--- src/rtl/cfs_pkg.sv ---
package cfs_pkg;

	// phase codes
	localparam logic [2:0] PH_IDLE    = 3'd0;
	localparam logic [2:0] PH_WAIT    = 3'd1;
	localparam logic [2:0] PH_NOFLASH = 3'd2;
	localparam logic [2:0] PH_AF      = 3'd3;
	localparam logic [2:0] PH_PRE     = 3'd4;
	localparam logic [2:0] PH_MAIN    = 3'd5;

	// lock codes
	localparam logic [1:0] LK_LOCKED  = 2'd0;
	localparam logic [1:0] LK_AF      = 2'd1;
	localparam logic [1:0] LK_CAPTURE = 2'd2;

	// flow codes
	localparam logic [2:0] FL_NONE        = 3'd0;
	localparam logic [2:0] FL_ASSIST      = 3'd1;
	localparam logic [2:0] FL_ASSIST_DONE = 3'd2;
	localparam logic [2:0] FL_TESTING     = 3'd3;
	localparam logic [2:0] FL_PRE_DONE    = 3'd4;
	localparam logic [2:0] FL_CAP_START   = 3'd5;
	localparam logic [2:0] FL_DONE        = 3'd6;

	// lamp commands
	localparam logic [1:0] CMD_NONE  = 2'd0;
	localparam logic [1:0] CMD_TORCH = 2'd1;
	localparam logic [1:0] CMD_MAIN  = 2'd2;
	localparam logic [1:0] CMD_OFF   = 2'd3;

	// actions
	localparam logic [1:0] ACT_FRAME   = 2'd0;
	localparam logic [1:0] ACT_TICK    = 2'd1;
	localparam logic [1:0] ACT_ARM_AF  = 2'd2;
	localparam logic [1:0] ACT_ARM_CAP = 2'd3;

	// converge state codes and flags
	localparam logic [7:0] ST_S1_OK      = 8'h10;
	localparam logic [7:0] ST_S1_FAIL    = 8'h11;
	localparam logic [7:0] ST_S1_RUNNING = 8'h12;
	localparam logic [7:0] ST_S1_QUICK   = 8'h16;
	localparam logic [7:0] FLAG_ON       = 8'h01;
	localparam logic [7:0] FLAG_CALC     = 8'h02;
	localparam logic [7:0] TORCH_LEVEL   = 8'd3;

	// flash modes
	localparam logic [1:0] MODE_AUTO = 2'd1;
	localparam logic [1:0] MODE_ON   = 2'd2;

	// configuration register indexes
	localparam logic [1:0] CFG_FLASH_MODE  = 2'd0;
	localparam logic [1:0] CFG_SINGLE_SHOT = 2'd1;
	localparam logic [1:0] CFG_SECONDARY   = 2'd2;

endpackage

--- src/rtl/camera_flash_sequencer.sv ---
// camera flash sequencer
//
// input channel (in_valid / in_ready) carries one beat per metadata frame,
// flash tick or arm request; output channel (out_valid / out_ready) returns
// exactly one result beat per input beat, in order.
// configuration: cfg_we writes cfg_data into register cfg_index at the clock
// edge (0 flash mode, 1 single shot, 2 secondary sensor); write only while
// no beat is in flight.
// path: an input beat is captured in the input register, the decision
// logic runs between that register and the result register, and the result
// shows on out_valid once the result register has loaded it.
// throughput: one beat per cycle while out_ready is high; the sequencer state
// is updated in the same edge that loads the result register, so the next beat sees it at once.
// stall: when out_ready is low the result register holds, the input
// register may still take one beat, and in_ready then drops until the
// receiver takes the waiting result.
// reset (arst_n low): phase idle, locked, lamp off, flow none, recorded
// rate, main level and drop count zero; flash mode off, single shot on,
// primary sensor; both channels empty.
module camera_flash_sequencer
	import cfs_pkg::*;
(
	input  logic        clk,
	input  logic        arst_n,
	// configuration
	input  logic        cfg_we,
	input  logic [1:0]  cfg_index,
	input  logic [1:0]  cfg_data,
	// input beat
	input  logic        in_valid,
	output logic        in_ready,
	input  logic [1:0]  action,
	input  logic [7:0]  ae_converge,
	input  logic [7:0]  af_converge,
	input  logic [7:0]  ae_flash_flag,
	input  logic [7:0]  af_assist_flag,
	input  logic [7:0]  ae_image_ready,
	input  logic [7:0]  preflash_state,
	input  logic [7:0]  preflash_ready,
	input  logic [7:0]  flash_energy,
	input  logic [15:0] rate_code,
	// result beat
	output logic        out_valid,
	input  logic        out_ready,
	output logic [1:0]  lamp_command,
	output logic [7:0]  lamp_level,
	output logic [1:0]  drop_frames,
	output logic        exif_flash,
	output logic        preflash_notice,
	output logic [2:0]  phase,
	output logic [1:0]  lock_status,
	output logic [2:0]  flow_status
);

	// configuration registers
	logic [1:0] lamp_mode_q;
	logic       single_shot_q;
	logic       secondary_q;

	// sequencer state
	logic [2:0]  phase_q;
	logic [1:0]  lock_q;
	logic        requested_q;
	logic        lit_q;
	logic [2:0]  flow_q;
	logic [15:0] rate_q;
	logic [7:0]  level_q;
	logic [1:0]  drop_q;

	// input register
	logic        valid_s1;
	logic [1:0]  action_s1;
	logic [7:0]  ae_s1, af_s1, ae_flag_s1, af_flag_s1;
	logic [7:0]  img_ready_s1, pre_state_s1, pre_ready_s1, energy_s1;
	logic [15:0] rate_s1;

	// result register
	logic        valid_s2;
	logic [1:0]  cmd_s2;
	logic [7:0]  level_s2;
	logic [1:0]  drop_s2;
	logic        exif_s2;
	logic        notice_s2;
	logic [2:0]  phase_s2;
	logic [1:0]  lock_s2;
	logic [2:0]  flow_s2;

	logic advance;
	assign advance  = valid_s1 && (!valid_s2 || out_ready);
	assign in_ready = !valid_s1 || !valid_s2 || out_ready;

	// next state and result of the beat in the input register
	logic [2:0]  phase_n;
	logic [1:0]  lock_n;
	logic        requested_n;
	logic        lit_n;
	logic [2:0]  flow_n;
	logic [15:0] rate_n;
	logic [7:0]  level_n;
	logic [1:0]  drop_n;
	logic [1:0]  cmd;
	logic [7:0]  lvl;
	logic        exif;
	logic        notice;
	logic [2:0]  p;
	logic        go;
	logic        mode_act;
	logic        pre_mode_act;
	logic        flag_on;
	logic        calc;
	logic        want;
	logic        af_done;

	function automatic logic ae_image_ready_zero(input logic [7:0] v);
		return v == 8'd0;
	endfunction

	always_comb begin
		mode_act     = (lamp_mode_q == MODE_AUTO) || (lamp_mode_q == MODE_ON);
		pre_mode_act = single_shot_q && !secondary_q && mode_act;
		flag_on      = (af_flag_s1 == FLAG_ON) || (ae_flag_s1 == FLAG_ON);
		calc         = (af_flag_s1 == FLAG_CALC) || (ae_flag_s1 == FLAG_CALC);
		af_done      = (af_s1 == ST_S1_OK) || (af_s1 == ST_S1_FAIL);
		// flash decision for the wait phase
		if (secondary_q) begin
			want = 1'b0;
		end else if (lock_q == LK_AF) begin
			want = mode_act && flag_on;
		end else if (!single_shot_q) begin
			want = 1'b0;
		end else begin
			want = (lamp_mode_q == MODE_ON) || ((lamp_mode_q == MODE_AUTO) && flag_on);
		end

		phase_n     = phase_q;
		lock_n      = lock_q;
		requested_n = requested_q;
		lit_n       = lit_q;
		flow_n      = flow_q;
		rate_n      = rate_q;
		level_n     = level_q;
		drop_n      = drop_q;
		cmd         = CMD_NONE;
		lvl         = 8'd0;
		exif        = 1'b0;
		notice      = 1'b0;
		p           = phase_q;
		go          = 1'b1;

		case (action_s1)
			ACT_ARM_AF: begin
				lock_n = LK_AF;
			end
			ACT_ARM_CAP: begin
				lock_n = LK_CAPTURE;
			end
			ACT_TICK: begin
				if (phase_q == PH_MAIN && !lit_q) begin
					cmd    = CMD_MAIN;
					lvl    = level_q;
					lit_n  = 1'b1;
					flow_n = FL_CAP_START;
				end else if (flow_q == FL_CAP_START) begin
					cmd         = CMD_OFF;
					requested_n = 1'b0;
					lit_n       = 1'b0;
					flow_n      = FL_DONE;
					phase_n     = PH_IDLE;
				end
			end
			default: begin
				if (lock_q != LK_LOCKED) begin
					if (p == PH_IDLE) begin
						rate_n = 16'd0;
						if (ae_s1 == ST_S1_RUNNING) begin
							phase_n = PH_WAIT;
							p       = PH_WAIT;
						end else begin
							if (ae_s1 == ST_S1_QUICK) begin
								lock_n = LK_LOCKED;
							end
							go = 1'b0;
						end
					end
					if (go && p == PH_WAIT) begin
						if (ae_s1 == ST_S1_RUNNING) begin
							go = 1'b0;
						end else if (!secondary_q && ae_image_ready_zero(img_ready_s1)) begin
							go = 1'b0;
						end else if (calc && ((lock_q == LK_AF) ? mode_act : pre_mode_act)) begin
							go = 1'b0;
						end else if (want) begin
							cmd         = CMD_TORCH;
							lvl         = TORCH_LEVEL;
							requested_n = 1'b1;
							lit_n       = 1'b1;
							notice      = 1'b1;
							if (lock_q == LK_AF) begin
								phase_n = PH_AF;
								flow_n  = FL_ASSIST;
							end else begin
								phase_n = PH_PRE;
								flow_n  = FL_TESTING;
								exif    = 1'b1;
							end
							go = 1'b0;
						end else begin
							// no flash needed, fall through into the no-flash phase
							phase_n = PH_NOFLASH;
							flow_n  = FL_DONE;
							p       = PH_NOFLASH;
						end
					end
					if (go && p == PH_NOFLASH) begin
						if (af_done || secondary_q) begin
							phase_n = PH_IDLE;
							lock_n  = LK_LOCKED;
						end
						go = 1'b0;
					end
					if (go && (p == PH_AF || p == PH_PRE)) begin
						if (pre_ready_s1 == 8'd0 || pre_state_s1 == 8'd0 || energy_s1 == 8'd0) begin
							go = 1'b0;
						end
						if (go && p == PH_AF && rate_q == 16'd0) begin
							rate_n = rate_s1;
						end
						if (go && lock_q == LK_AF && !af_done) begin
							go = 1'b0;
						end
						if (go) begin
							if (p == PH_AF) begin
								if (requested_q) begin
									cmd         = CMD_OFF;
									drop_n      = (rate_n != rate_s1) ? 2'd2 : 2'd1;
									requested_n = 1'b0;
									lit_n       = 1'b0;
								end
								flow_n  = FL_ASSIST_DONE;
								phase_n = PH_IDLE;
							end else begin
								if (requested_q && lit_q) begin
									cmd    = CMD_OFF;
									drop_n = 2'd2;
									lit_n  = 1'b0;
								end
								level_n = energy_s1 - 8'd1;
								flow_n  = FL_PRE_DONE;
								phase_n = PH_MAIN;
							end
							lock_n = LK_LOCKED;
						end
					end
				end
			end
		endcase
	end

	always_ff @(posedge clk or negedge arst_n) begin
		if (!arst_n) begin
			lamp_mode_q   <= 2'd0;
			single_shot_q <= 1'b1;
			secondary_q   <= 1'b0;
		end else if (cfg_we) begin
			case (cfg_index)
				CFG_FLASH_MODE:  lamp_mode_q   <= cfg_data;
				CFG_SINGLE_SHOT: single_shot_q <= cfg_data[0];
				CFG_SECONDARY:   secondary_q   <= cfg_data[0];
				default: ;
			endcase
		end
	end

	always_ff @(posedge clk or negedge arst_n) begin
		if (!arst_n) begin
			phase_q     <= PH_IDLE;
			lock_q      <= LK_LOCKED;
			requested_q <= 1'b0;
			lit_q       <= 1'b0;
			flow_q      <= FL_NONE;
			rate_q      <= 16'd0;
			level_q     <= 8'd0;
			drop_q      <= 2'd0;
		end else if (advance) begin
			phase_q     <= phase_n;
			lock_q      <= lock_n;
			requested_q <= requested_n;
			lit_q       <= lit_n;
			flow_q      <= flow_n;
			rate_q      <= rate_n;
			level_q     <= level_n;
			drop_q      <= drop_n;
		end
	end

	// input register
	always_ff @(posedge clk or negedge arst_n) begin
		if (!arst_n) begin
			valid_s1 <= 1'b0;
		end else if (in_ready) begin
			valid_s1 <= in_valid;
		end
	end

	always_ff @(posedge clk) begin
		if (in_valid && in_ready) begin
			action_s1    <= action;
			ae_s1        <= ae_converge;
			af_s1        <= af_converge;
			ae_flag_s1   <= ae_flash_flag;
			af_flag_s1   <= af_assist_flag;
			img_ready_s1 <= ae_image_ready;
			pre_state_s1 <= preflash_state;
			pre_ready_s1 <= preflash_ready;
			energy_s1    <= flash_energy;
			rate_s1      <= rate_code;
		end
	end

	// result register
	always_ff @(posedge clk or negedge arst_n) begin
		if (!arst_n) begin
			valid_s2 <= 1'b0;
		end else if (!valid_s2 || out_ready) begin
			valid_s2 <= valid_s1;
		end
	end

	always_ff @(posedge clk) begin
		if (advance) begin
			cmd_s2    <= cmd;
			level_s2  <= lvl;
			drop_s2   <= drop_n;
			exif_s2   <= exif;
			notice_s2 <= notice;
			phase_s2  <= phase_n;
			lock_s2   <= lock_n;
			flow_s2   <= flow_n;
		end
	end

	assign out_valid       = valid_s2;
	assign lamp_command    = cmd_s2;
	assign lamp_level      = level_s2;
	assign drop_frames     = drop_s2;
	assign exif_flash      = exif_s2;
	assign preflash_notice = notice_s2;
	assign phase           = phase_s2;
	assign lock_status     = lock_s2;
	assign flow_status     = flow_s2;

`ifndef SYNTHESIS
	a_ready_only_on_stall: assert property (@(posedge clk) disable iff (!arst_n)
		!in_ready |-> (valid_s1 && valid_s2 && !out_ready))
		else $error("input stalled without a stalled result");

	a_torch_level: assert property (@(posedge clk) disable iff (!arst_n)
		(valid_s2 && lamp_command == CMD_TORCH) |-> (lamp_level == TORCH_LEVEL))
		else $error("torch on with wrong level");

	a_exif_preflash: assert property (@(posedge clk) disable iff (!arst_n)
		(valid_s2 && exif_flash) |-> (preflash_notice && phase == PH_PRE))
		else $error("flash fired record outside pre-flash start");

	a_lock_code: assert property (@(posedge clk) disable iff (!arst_n)
		lock_q != 2'd3)
		else $error("lock state took an unused code");

	a_state_hold: assert property (@(posedge clk) disable iff (!arst_n)
		!advance |=> ($stable(phase_q) && $stable(flow_q) && $stable(lock_q)))
		else $error("sequencer state moved without a beat");
`endif

endmodule
--- config.mk ---
export PLATFORM = sky130hd
export DESIGN_NAME = camera_flash_sequencer
export DESIGN_NICKNAME = d
export VERILOG_FILES = /design/src/rtl/cfs_pkg.sv /design/src/rtl/camera_flash_sequencer.sv
export SDC_FILE = /design/constraint.sdc
export NUM_CORES = 1
export LEC_CHECK = 0
export ABC_AREA = 1
export BUFFER_PORTS_ARGS = -buffer_cell sky130_fd_sc_hd__buf_2
export CORE_MARGIN = 8
export CORE_UTILIZATION = 60
export CTS_CLUSTER_SIZE = 8
export DETAILED_ROUTE_END_ITERATION = 10
export GPL_ROUTABILITY_DRIVEN = 0
export PLACE_DENSITY = 0.88
export RECOVER_POWER = 100
export REMOVE_ABC_BUFFERS = 1
export SETUP_SLACK_MARGIN = 0.15
export SLEW_MARGIN = 15
export SYNTH_ARGS = -nofsm -noshare
export SYNTH_HDL_FRONTEND = slang
export SYNTH_SLANG_ARGS = --single-unit
--- constraint.sdc ---
create_clock -name clk -period 7.1 [get_ports clk]
set_input_delay 0.355 -clock clk [delete_from_list [all_inputs] [get_ports clk]]
set_output_delay 0.355 -clock clk [all_outputs]
set_load 0.01 [all_outputs]
==> reports/metrics.csv <==
stage;metric;value;unit
status;status;finished with violations;
status;violations;max-capacitance violations, max-slew violations;
sta;slew_headroom;-105;%
synth;syn_inst;662;
critical_path;reg2reg_from;action_s1[1];
place;placed_cells;905;
sta;timing.hold.ws;15.8;ps
critical_path;critPathMostFrequentCell;inv_1;
critical_path;reg2reg_setup_slack;2740;ps
sta;tightest_slew;3060;ps
sta;drv_slew;84;
final_layout;finalNonFillerCells;1012;
drt;routed_wirelength;16800;um
place;hpwl;9630;um
synth;synthAdderAreaFrac;0.772;%
sta;min_period;4360;ps
synth;ys_seq_area_share;64.0;%
clock_tree;path_clk_slew;60;ps
drt;via_per_inst;5.43;
synth;ys_ff_latch;145;
clock_tree;post_cts_buffers;0;
synth;ys.flop_type;edfxtp_1;
drt;drc;0;
critical_path;slowest_stage;nor2_1;
global_route;antenna_found_initial;1;
synth;synthArstFlopShare;29.0;%
floorplanning;die_area;0.0144;mm^2
critical_path;critPathBufInv;4;
sta;rsz0062_at_grt;false;
critical_path;arrival;4760;ps
final_layout;syn_to_final_growth;30.2;%
critical_path;crit_path_max_fanout;18;
floorplanning;die_w;120;um
critical_path;critPathMaxStageDelay;1040;ps
floorplanning;rows;38;
final_layout;fin_nets;953;
clock_tree;cts_buffer_depth;2;
sta;max_clock_freq;229;MHz
worst_hold_path;min-delay-start;af_assist_flag[1];
global_route;track_usage;22.3;%
place;dpl_worst_slack;4340;ps
clock_tree;cts-buffers-inserted;17;
sta;setup_viol;0;
critical_path;startpoint_type;flop;
synth;muxShareOfSynthArea;0;%
floorplanning;ios;115;
sta;setup_slack;2740;ps
pwr;power.leakage;3.80;nW
critical_path;endpoint_kind;flop;
clock_tree;clock_sinks;145;
clock_tree;root_buffer;clkbuf_8;
pwr;p_per_area;287;mW/mm^2
clock_tree;clock_latency;530;ps
drt;ant_nets;0;
global_route;grt_max_degree;43;
global_route;grt_pass1_wl;25300;um
critical_path;crit_family;simple AND/OR/NAND/NOR gates;
clock_tree;cts_tree;done;
synth;synth_area;0.00648;mm^2
synth;avgSynthCellArea;9.79;um^2
final_layout;drive_above_1_share;15.2;%
drt;wire_per_inst;16.6;um
sta;final.period_utilization;61.4;%
job;drv_cap;2;
drt;wl_met1;5800;um
drt;num_vias;5495;
worst_hold_path;min_path_cells;1;
drt;first_iter_violations;497;
worst_hold_path;holdPathEnd;af_flag_s1[1];
synth;synth_top_family_by_area;simple AND/OR/NAND/NOR gates;
drt;dr.pass1.iters;7;
critical_path;r2r_cells;10;
floorplanning;start_util;60.6;%
synth;synth_xor_area_share;0.811;%
critical_path;critical_path_class;reg2reg;
critical_path;path_cells;nor2_1, inv_1, nor2_1, inv_1, nor2_1, inv_1, nor3_2, inv_1, nand2_1, o21ai_0;
floorplanning;die_height;120;um
synth;yosys_warnings;0;
clock_tree;htreeDepth;4;
critical_path;reg2reg_to;level_q[0];
drt;wl_met2;9110;um
critical_path;cp.required;7500;ps
sta;tns;0;ps
global_route;grt_pass1_vias;5563;
drt;routed.top_layer;met4;
sta;skew;6.45;ps
synth;synth_compound_area_share;6.89;%
place;numPortBuffers;113;
synth;synth_edf_count;103;
synth;synth_cell_types;40;
floorplanning;core;0.0107;mm^2
drt;wl_met3;1300;um
pwr;vdd_ir_drop_max;0.210;mV
global_route;overflow;0;
synth;synth-simple-area-share;21.3;%
sta;hold_violations;0;
worst_hold_path;hp-class;in2reg;
cells in the final DEF (no fill, tap or decap), types with 2 or more instances in the layout:
cell,count
inv_1,82
xor2_1,5
clkbuf_16,16
o211ai_1,4
dfrtp_1,41
clkinv_2,2
nand3_1,48
dlygate4sd3_1,74
nor3_1,5
o21ai_0,49
o21a_1,2
nand2_1,180
clkbuf_8,4
nand4_1,3
nor2_2,2
inv_2,10
a21oi_1,13
clkinv_4,2
o21ai_1,2
nor2_1,73
clkbuf_1,31
a211oi_1,3
nor4_1,5
bufinv_16,3
buf_2,84
clkinvlp_4,2
edfxtp_1,103
ha_1,4
a31oi_1,3
registers in the layout, summed over array words and instances (netlist names), 2 cells and up:
name          cells
lamp_command      2
rate_s1          16
action_s1         2
af_flag_s1        8
level_q           8
lamp_level        8
af_s1             7
flow_status       3
pre_state_s1      8
energy_s1         8
pre_ready_s1      8
phase             3
drop_q            2
ae_flag_s1        8
lamp_mode_q       2
drop_frames       2
lock_status       2
phase_q           3
ae_s1             8
lock_q            2
img_ready_s1      8
rate_q           16
flow_q            3
where the power goes:
group	switching [W]	leakage (nW)	internal, W
Clock	0.000343	0.288	0.000564
Sequential	0.0000640	1.53	0.00101
Combinational	0.000292	1.98	0.000146
Total	0.000699	3.80	0.00172
worst max path at each step:
stage / start / endpoint / slack [ps] / depth (start not counted)
after global routing: action_s1[1] / level_q[0] / 2370 / 10
after detailed placement: action_s1[1] / level_q[1] / 4340 / 10
after global placement: action_s1[1] / level_q[1] / 4420 / 10
after floorplan: out_valid / action_s1[0] / 2620 / 3
after CTS: action_s1[1] / level_q[0] / 4270 / 10
final: action_s1[1] / level_q[0] / 2740 / 10
Yosys cell counts (2+ instances only):
| library cell | n | area, um^2 |
|---|---|---|
| nand2_1 | 179 | 672 |
| o211ai_1 | 4 | 30.0 |
| nor2_2 | 4 | 25.0 |
| nand4_1 | 3 | 18.8 |
| clkbuf_1 | 2 | 7.51 |
| nor3_1 | 5 | 25.0 |
| a31oi_1 | 3 | 18.8 |
| inv_2 | 12 | 45.0 |
| o21a_1 | 2 | 15.0 |
| ha_1 | 4 | 50.1 |
| inv_1 | 80 | 300 |
| nor2_1 | 69 | 259 |
| a211oi_1 | 3 | 22.5 |
| o21ai_1 | 11 | 55.1 |
| nand3_1 | 47 | 235 |
| a21oi_1 | 13 | 65.1 |
| dfrtp_1 | 41 | 1030 |
| edfxtp_1 | 103 | 3090 |
| nor2_4 | 3 | 33.8 |
| o21ai_0 | 40 | 200 |
| buf_2 | 5 | 25.0 |
| xor2_1 | 5 | 43.8 |
| buf_4 | 2 | 15.0 |
| nand3_4 | 2 | 35.0 |
| nor4_1 | 5 | 31.3 |
routing by layer:
metal / vias to the layer above / global-route usage (%)
met3: 63 / 6.86
met4: 0 / 11.5
met2: 285 / 40.4
met1: 2569 / 22.7
met5: - / 0
li1: 2578 / -
cell families (layout without fill, tap and decap cells):
family / Yosys count / after routing
compound gates: 81 / 81
simple gates: 323 / 323
other cells: 0 / 1
fa+ha+maj: 4 / 4
buf+inv: 103 / 312
flops: 145 / 145
xor+xnor: 6 / 6
cell type report:
class                      instances  area, um^2
timing repair buffer             188        1280
clock buffer                      23         467
antenna                            1        2.50
tap                              140         175
inverter                          92         345
fill                             657        2260
sequential                       145        4150
multi-input combinational        414        1890
clock inverter                     9         133
through the flow:
step	util (%)	total power, W	instance area (um^2)
2_1_floorplan	-	0.00135	6420
3_3_place_gp	67.1	0.00146	7170
3_5_place_dp	67.1	0.00149	7170
4_1_cts	77.8	0.00240	8320
5_1_grt	78.9	0.00251	8440
6_report	78.9	0.00242	8440
what timing repair did:
item	CTS	global route
hold buffers	55	19
endpoints found under the hold margin	55	19
resized for setup	0	0
(Power assumes the default switching activity.)
